### src/rtl/assert_macros.svh
// ----------------------------------------------------------------------------
// assertion macros
// shared concurrent assertion forms, clocked on clk_i, off during reset
// ----------------------------------------------------------------------------
`ifndef ASSERT_MACROS_SVH
`define ASSERT_MACROS_SVH

// property holds at every edge out of reset
`define WSD_ASSERT(lbl, prop, msg) \
  lbl: assert property (@(posedge clk_i) disable iff (!rst_ni) (prop)) else $error(msg);

// antecedent now implies consequent on the next edge
`define WSD_ASSERT_NEXT(lbl, ante, cons, msg) \
  lbl: assert property (@(posedge clk_i) disable iff (!rst_ni) (ante) |=> (cons)) else $error(msg);

`endif

### src/rtl/wsd_pkg.sv
// ----------------------------------------------------------------------------
// wsd_pkg
// types and constants of the section deframer
// ----------------------------------------------------------------------------
package wsd_pkg;

  typedef enum logic [1:0] {
    KIND_PAYLOAD = 2'd0,
    KIND_RECORD  = 2'd1,
    KIND_OK      = 2'd2,
    KIND_FAIL    = 2'd3
  } kind_e;

  // one result as it waits in the output queue
  typedef struct packed {
    kind_e       kind;
    logic [7:0]  section_id;
    logic [31:0] section_size;
    logic [7:0]  payload_byte;
    logic        last_of_run;
  } res_t;

  // results written for one accepted request
  typedef struct packed {
    logic [1:0] n;
    res_t       r0;
    res_t       r1;
  } push_t;

  localparam int unsigned RQ_DEPTH = 4;

  localparam logic [2:0] HDR_LAST       = 3'd7;
  localparam logic [2:0] SIZE_MAX_BYTES = 3'd5;
  localparam logic [7:0] MAGIC_A        = 8'h61;
  localparam logic [7:0] MAGIC_S        = 8'h73;
  localparam logic [7:0] MAGIC_M        = 8'h6D;
  localparam logic [7:0] VERSION_1      = 8'h01;
  localparam logic [7:0] LEB_DATA_MASK  = 8'h7F;
  localparam logic [7:0] LEB_CONT_MASK  = 8'h80;

  // expected byte of the 8-byte magic and version header
  function automatic logic [7:0] header_byte(input logic [2:0] pos);
    logic [7:0] b;
    unique case (pos)
      3'd1:    b = MAGIC_A;
      3'd2:    b = MAGIC_S;
      3'd3:    b = MAGIC_M;
      3'd4:    b = VERSION_1;
      default: b = 8'h00;
    endcase
    return b;
  endfunction

endpackage

### src/rtl/wsd_result_fifo.sv
// ----------------------------------------------------------------------------
// wsd_result_fifo
// small result queue, takes up to two results a cycle, gives one unless the output stalls
// ----------------------------------------------------------------------------
`include "assert_macros.svh"

module wsd_result_fifo (
  input  logic           clk_i,
  input  logic           rst_ni,
  input  wsd_pkg::push_t push_i,
  output logic           room_o,
  output logic           out_valid_o,
  input  logic           out_stall_i,
  output wsd_pkg::res_t  out_res_o
);
  import wsd_pkg::*;

  localparam int unsigned PtrW = $clog2(RQ_DEPTH);
  localparam int unsigned CntW = $clog2(RQ_DEPTH + 1);

  res_t            mem_q [RQ_DEPTH];
  logic [PtrW-1:0] wr_ptr_q, wr_ptr_d;
  logic [PtrW-1:0] rd_ptr_q, rd_ptr_d;
  logic [CntW-1:0] count_q, count_d;
  logic            pop;
  logic [PtrW-1:0] wr_ptr_p1;

  assign pop         = out_valid_o && !out_stall_i;
  assign out_valid_o = (count_q != '0);
  assign out_res_o   = mem_q[rd_ptr_q];
  // room for a full pair of results
  assign room_o      = (count_q <= CntW'(RQ_DEPTH - 2));
  assign wr_ptr_p1   = wr_ptr_q + PtrW'(1);

  always_comb begin
    wr_ptr_d = wr_ptr_q + PtrW'(push_i.n);
    rd_ptr_d = rd_ptr_q + PtrW'(pop);
    count_d  = count_q + CntW'(push_i.n) - CntW'(pop);
  end

  always_ff @(posedge clk_i or negedge rst_ni) begin
    if (!rst_ni) begin
      wr_ptr_q <= '0;
      rd_ptr_q <= '0;
      count_q  <= '0;
    end else begin
      wr_ptr_q <= wr_ptr_d;
      rd_ptr_q <= rd_ptr_d;
      count_q  <= count_d;
    end
  end

  always_ff @(posedge clk_i) begin
    if (push_i.n != 2'd0) begin
      mem_q[wr_ptr_q] <= push_i.r0;
    end
    if (push_i.n == 2'd2) begin
      mem_q[wr_ptr_p1] <= push_i.r1;
    end
  end

  `WSD_ASSERT(a_no_overflow, count_q <= CntW'(RQ_DEPTH), "result queue overflow")
  `WSD_ASSERT(a_push_has_room, (push_i.n == 2'd0) || room_o, "push without room for a pair")
  `WSD_ASSERT(a_push_n_legal, push_i.n != 2'd3, "more than two results in one cycle")
  `WSD_ASSERT_NEXT(a_empty_stays, (count_q == '0) && (push_i.n == 2'd0), !out_valid_o,
                   "empty queue shows a result")

endmodule

### src/rtl/wasm_section_deframer_core.sv
// ----------------------------------------------------------------------------
// wasm_section_deframer_core
// checks a webassembly module header and splits the body into sections
// ----------------------------------------------------------------------------
// results pass through the registered result queue and leave in the order of their requests
// rate: one byte per cycle while the queue has room for two results; a final
//   byte that also ends a record or carries a payload byte gives two results
// rate is set by the single-read result queue behind the parser registers
// reset: asynchronous, clears parser state and empties the result queue

module wasm_section_deframer_core (
  input  logic        clk_i,
  input  logic        rst_ni,
  // byte requests
  input  logic        in_valid_i,
  output logic        in_stall_o,
  input  logic [7:0]  data_byte_i,
  input  logic        final_byte_i,
  // result requests
  output logic        out_valid_o,
  input  logic        out_stall_i,
  output logic [1:0]  kind_o,
  output logic [7:0]  section_id_o,
  output logic [31:0] section_size_o,
  output logic [7:0]  payload_byte_o,
  output logic        last_of_run_o
);
  import wsd_pkg::*;

  typedef enum logic [1:0] {
    PH_HEADER  = 2'd0,
    PH_ID      = 2'd1,
    PH_SIZE    = 2'd2,
    PH_PAYLOAD = 2'd3
  } phase_e;

  // parser state
  phase_e      phase_q, phase_d;
  logic [2:0]  hpos_q, hpos_d;
  logic [31:0] acc_q, acc_d;
  logic [2:0]  cnt_q, cnt_d;
  logic [31:0] left_q, left_d;
  logic [7:0]  id_q, id_d;
  logic        fail_q, fail_d;

  logic        in_acc;
  logic        room;
  logic        has_main;
  res_t        main_res;
  res_t        verdict_res;
  logic [31:0] size_part;
  logic [6:0]  leb_bits;
  logic [7:0]  cur_id;
  push_t       push;
  res_t        out_res;

  // take a byte only when the queue can hold two results
  assign in_stall_o = !room;
  assign in_acc     = in_valid_i && room;
  assign leb_bits   = data_byte_i[6:0] & LEB_DATA_MASK[6:0];

  // seven payload bits of the leb128 byte at its place, fifth byte keeps four
  always_comb begin
    unique case (cnt_q)
      3'd0:    size_part = {25'd0, leb_bits};
      3'd1:    size_part = {18'd0, leb_bits, 7'd0};
      3'd2:    size_part = {11'd0, leb_bits, 14'd0};
      3'd3:    size_part = {4'd0, leb_bits, 21'd0};
      3'd4:    size_part = {leb_bits[3:0], 28'd0};
      default: size_part = '0;
    endcase
  end

  always_comb begin
    phase_d  = phase_q;
    hpos_d   = hpos_q;
    acc_d    = acc_q;
    cnt_d    = cnt_q;
    left_d   = left_q;
    id_d     = id_q;
    fail_d   = fail_q;
    has_main = 1'b0;
    main_res = '0;

    if (!fail_q) begin
      unique case (phase_q)
        PH_HEADER: begin
          if (data_byte_i != header_byte(hpos_q)) begin
            fail_d = 1'b1;
          end else if (hpos_q == HDR_LAST) begin
            hpos_d  = '0;
            phase_d = PH_ID;
          end else begin
            hpos_d = hpos_q + 3'd1;
          end
        end
        PH_ID: begin
          id_d    = data_byte_i;
          acc_d   = '0;
          cnt_d   = '0;
          phase_d = PH_SIZE;
        end
        PH_SIZE: begin
          acc_d = acc_q | size_part;
          cnt_d = cnt_q + 3'd1;
          // size ends on a clear continuation bit or after its fifth byte
          if (((data_byte_i & LEB_CONT_MASK) == 8'h00) || (cnt_d >= SIZE_MAX_BYTES)) begin
            has_main              = 1'b1;
            main_res.kind         = KIND_RECORD;
            main_res.section_size = acc_d;
            left_d                = acc_d;
            phase_d               = (acc_d != '0) ? PH_PAYLOAD : PH_ID;
          end
        end
        PH_PAYLOAD: begin
          has_main              = 1'b1;
          main_res.kind         = KIND_PAYLOAD;
          main_res.payload_byte = data_byte_i;
          if (left_q != '0) begin
            left_d = left_q - 32'd1;
          end
          if (left_d == '0) begin
            phase_d = PH_ID;
          end
        end
      endcase
    end

    cur_id              = id_d;
    main_res.section_id = cur_id;

    // verdict on the final byte, then back to the reset state
    verdict_res            = '0;
    verdict_res.section_id = cur_id;
    verdict_res.kind       = (!fail_d && (phase_d == PH_ID)) ? KIND_OK : KIND_FAIL;
    verdict_res.last_of_run = 1'b1;

    if (final_byte_i) begin
      phase_d = PH_HEADER;
      hpos_d  = '0;
      acc_d   = '0;
      cnt_d   = '0;
      left_d  = '0;
      id_d    = '0;
      fail_d  = 1'b0;
    end

    main_res.last_of_run = !final_byte_i;

    push = '0;
    if (in_acc) begin
      if (has_main) begin
        push.r0 = main_res;
        push.r1 = verdict_res;
        push.n  = final_byte_i ? 2'd2 : 2'd1;
      end else if (final_byte_i) begin
        push.r0 = verdict_res;
        push.n  = 2'd1;
      end
    end
  end

  always_ff @(posedge clk_i or negedge rst_ni) begin
    if (!rst_ni) begin
      phase_q <= PH_HEADER;
      hpos_q  <= '0;
      acc_q   <= '0;
      cnt_q   <= '0;
      left_q  <= '0;
      id_q    <= '0;
      fail_q  <= 1'b0;
    end else if (in_acc) begin
      phase_q <= phase_d;
      hpos_q  <= hpos_d;
      acc_q   <= acc_d;
      cnt_q   <= cnt_d;
      left_q  <= left_d;
      id_q    <= id_d;
      fail_q  <= fail_d;
    end
  end

  // result queue decouples the parser from output stalls
  wsd_result_fifo u_fifo (
    .clk_i       (clk_i),
    .rst_ni      (rst_ni),
    .push_i      (push),
    .room_o      (room),
    .out_valid_o (out_valid_o),
    .out_stall_i (out_stall_i),
    .out_res_o   (out_res)
  );

  assign kind_o         = out_res.kind;
  assign section_id_o   = out_res.section_id;
  assign section_size_o = out_res.section_size;
  assign payload_byte_o = out_res.payload_byte;
  assign last_of_run_o  = out_res.last_of_run;

endmodule

### config.mk
export PLATFORM = sky130hd
export DESIGN_NAME = wasm_section_deframer_core
export DESIGN_NICKNAME = d
export VERILOG_FILES = /design/src/rtl/wsd_pkg.sv /design/src/rtl/wsd_result_fifo.sv /design/src/rtl/wasm_section_deframer_core.sv
export VERILOG_INCLUDE_DIRS = /design/src /design/src/rtl
export SDC_FILE = /design/constraint.sdc
export NUM_CORES = 1
export LEC_CHECK = 0
export BUFFER_PORTS_ARGS = -buffer_cell sky130_fd_sc_hd__buf_2
export CORE_UTILIZATION = 44
export DETAILED_ROUTE_END_ITERATION = 7
export GPL_TIMING_DRIVEN = 0
export PLACE_DENSITY = 0.6
export SYNTH_ARGS = -nofsm -noshare
export SYNTH_HDL_FRONTEND = slang
export SYNTH_SLANG_ARGS = --single-unit
### constraint.sdc
create_clock -name clk_i -period 3.25 [get_ports clk_i]
set_clock_uncertainty 0.15 [all_clocks]
set_input_delay 0.1625 -clock clk_i [delete_from_list [all_inputs] [get_ports clk_i]]
set_output_delay 0.1625 -clock clk_i [all_outputs]
set_load 0.01 [all_outputs]
==> flow_summary.toml, run 1 <==
[synthesis]
yosysSeqAreaShare = 0.509
ys_top_cells_by_area = "dfxtp_1 24%, dfrtp_1 17%, edfxtp_1 10%"
synth_xor_area_frac = 0.00531
synth_top_family_by_area = "compound AO/OA/AOI/OAI gates"
synth_compound_area_frac = 0.179
synth_cells = 1346
synth-seq-cells = 292
yosys.area.top_type = "dfxtp_1"
syn-num-nets = 1380
yosys.area_share.simple = 0.152
synth.most_common_cell = "nand2_1"
synth-async-reset-ratio = 0.301
syn-cell-area_mm2 = 0.0132
yosysWarnings = 0
synth_top_area_share = 0.243
synthAdderAreaFrac = 0.0205
synthMuxAreaShare = 0.0987
yosys-top-cells-count = "214 x nand2_1, 212 x o21ai_0, 160 x dfxtp_1"
synth_area_per_cell_um2 = 9.81
synth_edf_count = 44
synth_cell_type_count = 64
ys_dominant_reg_cell = "dfxtp_1"

[drt]
wl_per_cell_um = 21.9
dr.pass1.iters = 5
drt_iter0_markers = 1099
drc_errors = 0
drt-total-wl_um = 41300
viasPerCell = 5.94
num_vias = 11194
postRouteAntennaNets = 0

[finish]
fin_util = 0.539
final_layout_size_suffix_gt1_frac = 0.227
final_nets = 1505
antenna_cells = 0
syn2layout_area_growth_pct = 20.7
fill_cells = 2739

[clock_tree]
cts_tree = "done"
cts_htree_levels = 1
numCtsBuffers = 31
numClockSinks = 292
cts_max_path_buffers = 3
path_clk_slew_ps = 60
root_buffer = "clkbuf_16"
clock_latency_ps = 570

[worst_setup_path]
crit_required_ps = 3520
start_kind = "flop"
cp-end-kind = "flop"
rrSetupSlack_ps = -4
startpoint = "cnt_q[0]"
ff2ff_path_depth = 12
critical_path_class = "reg2reg"
critPathMaxFanout = 8
critPathCapture = "u_fifo.mem_q[0][49]"
reg2reg_from = "cnt_q[0]"
r2r-end = "u_fifo.mem_q[0][49]"
arrival_ps = 3530

[die]
num_io_pins = 66
die_w_um = 175
dieArea_mm2 = 0.0307
initial_core_util = 0.447
rows = 63
coreArea_mm2 = 0.0296
fp.dieH_um = 175

[global_route]
overflow = 0
use_met3 = 0.0261
met1_usage = 0.373
grt_pass1_vias = 11029
track_usage = 0.268
antenna_found_initial = 0
met2_usage = 0.442
grt_max_degree = 46
busiest_layer = "met2"
grt_pass1_wl_um = 63800

[timing]
slew_violations = 0
max_freq_ghz = 0.307
setup_viol = 1
final_critical_path_setup_slack_ps = -4.21
min_period_over_period = 1.00
rsz0062_at_grt = "yes"
period_minus_slack_ps = 3250
max_slew_margin = 0.338
timing_worst_slew_pin_value_ps = 993
hold_viol_final = 0

[power_and_ir_drop]
power.density_mw_per_mm2 = 625
power_uw = 9950
power_leakage_uw = 0.00611
ir_drop_mv = 0.384

[placed_design]
portBuffers = 65
gp_congestion = 0.927
hpwl_um = 28800

[status]
violations = "setup timing"
status = "complete, but fails checks"

[hold_path]
worstHoldPathType = "in2async"

[flow_run]
cap_violations = 0
[final cells by class]
| class | instances | area [µm²] | area share |
|---|---|---|---|
| Sequential cell | 292 | 6730 | 0.423 |
| Inverter | 32 | 146 | 0.00919 |
| Clock inverter | 6 | 45.0 | 0.00283 |
| Tap cell | 390 | 488 | 0.0306 |
| Multi-Input combinational cell | 933 | 6480 | 0.407 |
| Timing Repair Buffer | 96 | 622 | 0.0390 |
| Buffer | 85 | 465 | 0.0292 |
| Clock buffer | 51 | 952 | 0.0598 |
[cell families (layout without fill, tap and decap cells)]
kind of cell / count (synthesis) / in the layout
buffers and inverters: 121 / 270
AO/OA/AOI/OAI: 401 / 401
adder cells (fa/ha/maj): 21 / 21
multiplexers: 66 / 66
XOR/XNOR: 8 / 8
flip-flops: 292 / 292
AND/OR/NAND/NOR: 437 / 437
[cells in the final DEF, fill, tap and decap left out, types with 6 or more instances in the layout]
cell type and count:
a41oi_1 6, a22o_1 38, edfxtp_1 44, nand2b_1 6, a21oi_2 14, buf_2 79
ha_1 15, dfxtp_1 160, nor4_1 9, nand2_1 209, mux4_2 51, nand3_1 11
nand4_1 12, buf_4 23, o21ai_0 207, clkbuf_16 32, clkbuf_2 17, nor3_1 15
o22ai_1 11, dlygate4sd3_1 10, a31oi_1 12, dfrtp_1 83, nor2b_1 7, nor3_2 7
clkbuf_8 10, nor2_1 82, clkbuf_4 6, or3_1 11, inv_1 22, clkbuf_1 46
mux2i_1 12, nor2_4 6, a21oi_1 62
[registers in the layout (all words and copies together), names as in the netlist]
signal / flops
id_q: 8
fail_q: 1
hpos_q: 3
phase_q: 2
left_q: 32
cnt_q: 3
u_fifo.count_q: 3
u_fifo.wr_ptr_q: 2
acc_q: 32
u_fifo.mem_q: 204
u_fifo.rd_ptr_q: 2
[critical path, cell delays in order, from the launching register on]
cell and delay (ps):
dfrtp_2 460, ha_4 180, ha_4 210, o211a_1 230, or3_4 330, buf_8 140
inv_6 50, ha_4 210, nand2b_4 180, or3_4 340, buf_8 160, or3_1 340
o21ai_1 120
[repair_timing]
| action | in CTS | in global routing |
|---|---|---|
| endpoints found under the hold margin | 126 | 0 |
| hold buffers | 10 | 0 |
| setup buffers | 12 | 8 |
| pin swaps | 6 | 21 |
| resized for setup | 117 | 111 |
| endpoints found under the setup margin | 318 | 298 |
[power breakdown]
group	leakage, µW	internal, µW	switching [µW]
Combinational	0.00274	996	1590
Sequential	0.00288	3800	107
Clock	0.000494	1990	1470
Total	0.00611	6790	3170
[per-layer routing]
metal	share of wire	wire (µm)
met1	0.44	18100
met3	0.055	2290
met4	0.028	1160
met2	0.48	19700
met5	0	0
[stage by stage]
stage,setup slack [ps],cells,hold slack (ps),instance area [µm²],TNS (ps)
global route,-79.7,1885,67.4,15900,-1000
detailed placement,-780,1802,83.8,14100,-130420
floorplan,3.02,1346,-283,13200,0
finish,-4.21,1885,6.69,15900,-4.21
global placement,-769,1801,279,14000,-122060
CTS,-37.2,1878,14.4,15700,-37.2
[worst min-delay path by stage]
stage / from / slack [ps] / end
global route: rst_ni / 70 / left_q[28]
finish: rst_ni / 7 / left_q[31]
CTS: data_byte_i[1] / 10 / acc_q[29]
floorplan: rst_ni / -280 / acc_q[0]
detailed placement: rst_ni / 80 / left_q[28]
global placement: u_fifo.mem_q[3][23] / 280 / u_fifo.mem_q[3][23]
Power figures use the tool's default switching activity.
==> inputs of run 2 (changes only) <==
--- a/config.mk
+++ b/config.mk
@@ -7,10 +7,12 @@
 export NUM_CORES = 1
 export LEC_CHECK = 0
 export BUFFER_PORTS_ARGS = -buffer_cell sky130_fd_sc_hd__buf_2
+export CELL_PAD_IN_SITES_DETAIL_PLACEMENT = 0
+export CELL_PAD_IN_SITES_GLOBAL_PLACEMENT = 1
 export CORE_UTILIZATION = 44
 export DETAILED_ROUTE_END_ITERATION = 7
 export GPL_TIMING_DRIVEN = 0
-export PLACE_DENSITY = 0.6
+export PLACE_DENSITY = 0.73
 export SYNTH_ARGS = -nofsm -noshare
 export SYNTH_HDL_FRONTEND = slang
 export SYNTH_SLANG_ARGS = --single-unit
==> run 2 against run 1 <==
The run now ends clean; register-to-register slack improved by 20 ps; critical endpoint unchanged; highest routed layer is now met5; largest power group unchanged; cell count grew 0.48%; largest cell class unchanged; global-route usage up 0.98 points.
==> flow_summary.toml, run 2 (synthesis gave the netlist of run 1 again) <==
[status]
status = "finished, final reports clean"

[drt]
dr.pass1.iters = 5
wl_per_cell_um = 22.2
drc_errors = 0
drt_iter0_markers = 796
num_vias = 11119
postRouteAntennaNets = 0
drt-total-wl_um = 42000
viasPerCell = 5.87

[global_route]
overflow = 0
grt_pass1_vias = 10807
grt_pass1_wl_um = 65200
grt_max_degree = 51
antenna_found_initial = 1
track_usage = 0.278

[die]
coreArea_mm2 = 0.0296
fp.dieH_um = 175
initial_core_util = 0.447
die_w_um = 175
dieArea_mm2 = 0.0307
rows = 63
num_io_pins = 66

[power_and_ir_drop]
power.density_mw_per_mm2 = 639
power_leakage_uw = 0.00622
ir_drop_mv = 0.414

[worst_setup_path]
critPathMaxFanout = 7
reg2reg_from = "cnt_q[0]"
ff2ff_path_depth = 12
crit_required_ps = 3470
slowest_delay_ps = 460
cp.buffers_inverters = 3
critical_path_class = "reg2reg"
cp-end-kind = "flop"
startpoint = "cnt_q[0]"
rrSetupSlack_ps = 10
path_cells = "ha_4, ha_4, o211a_1, or3_4, buf_8, inv_6, ha_4, nand2b_4, or3_4, buf_8, or3_1, o21ai_1"
cp_top_family = "simple AND/OR/NAND/NOR gates"
cpMaxStageDelayCell = "dfrtp_2"
arrival_ps = 3450
worst_path_most_repeated_cell = "ha_4"
r2r-end = "u_fifo.mem_q[0][49]"
start_kind = "flop"

[placed_design]
portBuffers = 65
gp_congestion = 0.901
place_area_mm2 = 0.0141
hpwl_um = 29600

[clock_tree]
numClockSinks = 292
numCtsBuffers = 34
cts_htree_levels = 2
root_buffer = "clkbuf_16"
path_clk_slew_ps = 60
cts_max_path_buffers = 3
cts_tree = "done"
clock_latency_ps = 510

[timing]
slew_violations = 0
max_slew_margin = 0.348
setup_viol = 0
period_minus_slack_ps = 3240
timing_worst_slew_pin_value_ps = 979
rsz0062_at_grt = "yes"
max_freq_ghz = 0.309
min_period_over_period = 0.996
hold_viol_final = 0

[finish]
layout_common_cells = "209 x o21ai_0, 207 x nand2_1, 160 x dfxtp_1"
largest-register = "u_fifo.mem_q"
fill_cells = 2716
fin_util = 0.546
final_nets = 1513
final_layout_size_suffix_gt1_frac = 0.239
top_regs = "u_fifo.mem_q (204), acc_q (32), left_q (32)"
final_common_cell = "o21ai_0"
syn2layout_area_growth_pct = 22.1
largest_register_ffs = 204
final_cell_area_mm2 = 0.0161
antenna_cells = 0

[flow_run]
cap_violations = 0

[hold_path]
hp-start = "data_byte_i[3]"
worstHoldPathType = "in2reg"
hold_depth = 3
min_to = "acc_q[10]"
run 2: cell count changes in the layout (fill, tap and decap cells not counted), moves of 4 or more:
cell and change:
nor2_4 -4, buf_2 -5, clkbuf_2 -4, buf_4 +9, clkbuf_8 -4, clkbuf_1 -6
run 2: worst max-delay path by stage:
stage | slack [ps] | cells past startpoint | to
after floorplan | 3 | 12 | u_fifo.mem_q[0][49]
after global placement | -790 | 12 | u_fifo.mem_q[0][48]
after detailed placement | -800 | 12 | u_fifo.mem_q[0][48]
after CTS | -20 | 12 | u_fifo.mem_q[0][49]
after global routing | -80 | 12 | u_fifo.mem_q[0][49]
final | 10 | 12 | u_fifo.mem_q[0][49]
run 2: worst min-delay path, stage by stage:
cell	delay [ps]
buf_2	180
a21oi_2	170
a21oi_1	120
run 2: what timing repair did:
action	4_1_cts	5_1_grt
setup buffers	9	19
resized for setup	126	107
cloned	0	0
setup endpoints to repair	318	304
endpoints found under the hold margin	62	0
pin swaps	8	17
hold buffers	7	0
run 2: metal layers:
layer  vias up  routed length, µm  track usage
met5         -                 13            0
met1      5536              18400        0.376
met3        76               2060       0.0355
met4         2               1060       0.0717
met2       345              20500        0.470
li1       5160                  -            -
run 2: where the power goes:
part | switching (µW) | internal, µW
Clock | 1590 | 2190
Sequential | 108 | 3800
Combinational | 1580 | 1040
run 2: layout make-up:
type / count / area [µm²] / share of cell area
repair buffers: 101 / 647 / 0.0401
flip-flops and latches: 292 / 6730 / 0.418
well taps: 390 / 488 / 0.0303
clock buffers: 44 / 960 / 0.0595
multi-input cells: 933 / 6510 / 0.404
plain buffers: 85 / 497 / 0.0308
inverters: 32 / 146 / 0.00908
clock inverters: 17 / 141 / 0.00877
run 2: per-stage QoR:
| step | setup WS (ps) | hold slack [ps] | setup TNS (ps) | cells | total power [µW] |
|---|---|---|---|---|---|
| 5_1_grt | -82.4 | 32.6 | -1870 | 1894 | 10700 |
| 2_1_floorplan | 3.02 | -283 | 0 | 1346 | 5540 |
| 3_5_place_dp | -796 | 64.1 | -139580 | 1802 | 6270 |
| 4_1_cts | -22.1 | 1.22 | -22.1 | 1876 | 10200 |
| 3_3_place_gp | -788 | 279 | -132720 | 1801 | 6240 |
| 6_report | 13.9 | 19.2 | 0 | 1894 | 10300 |
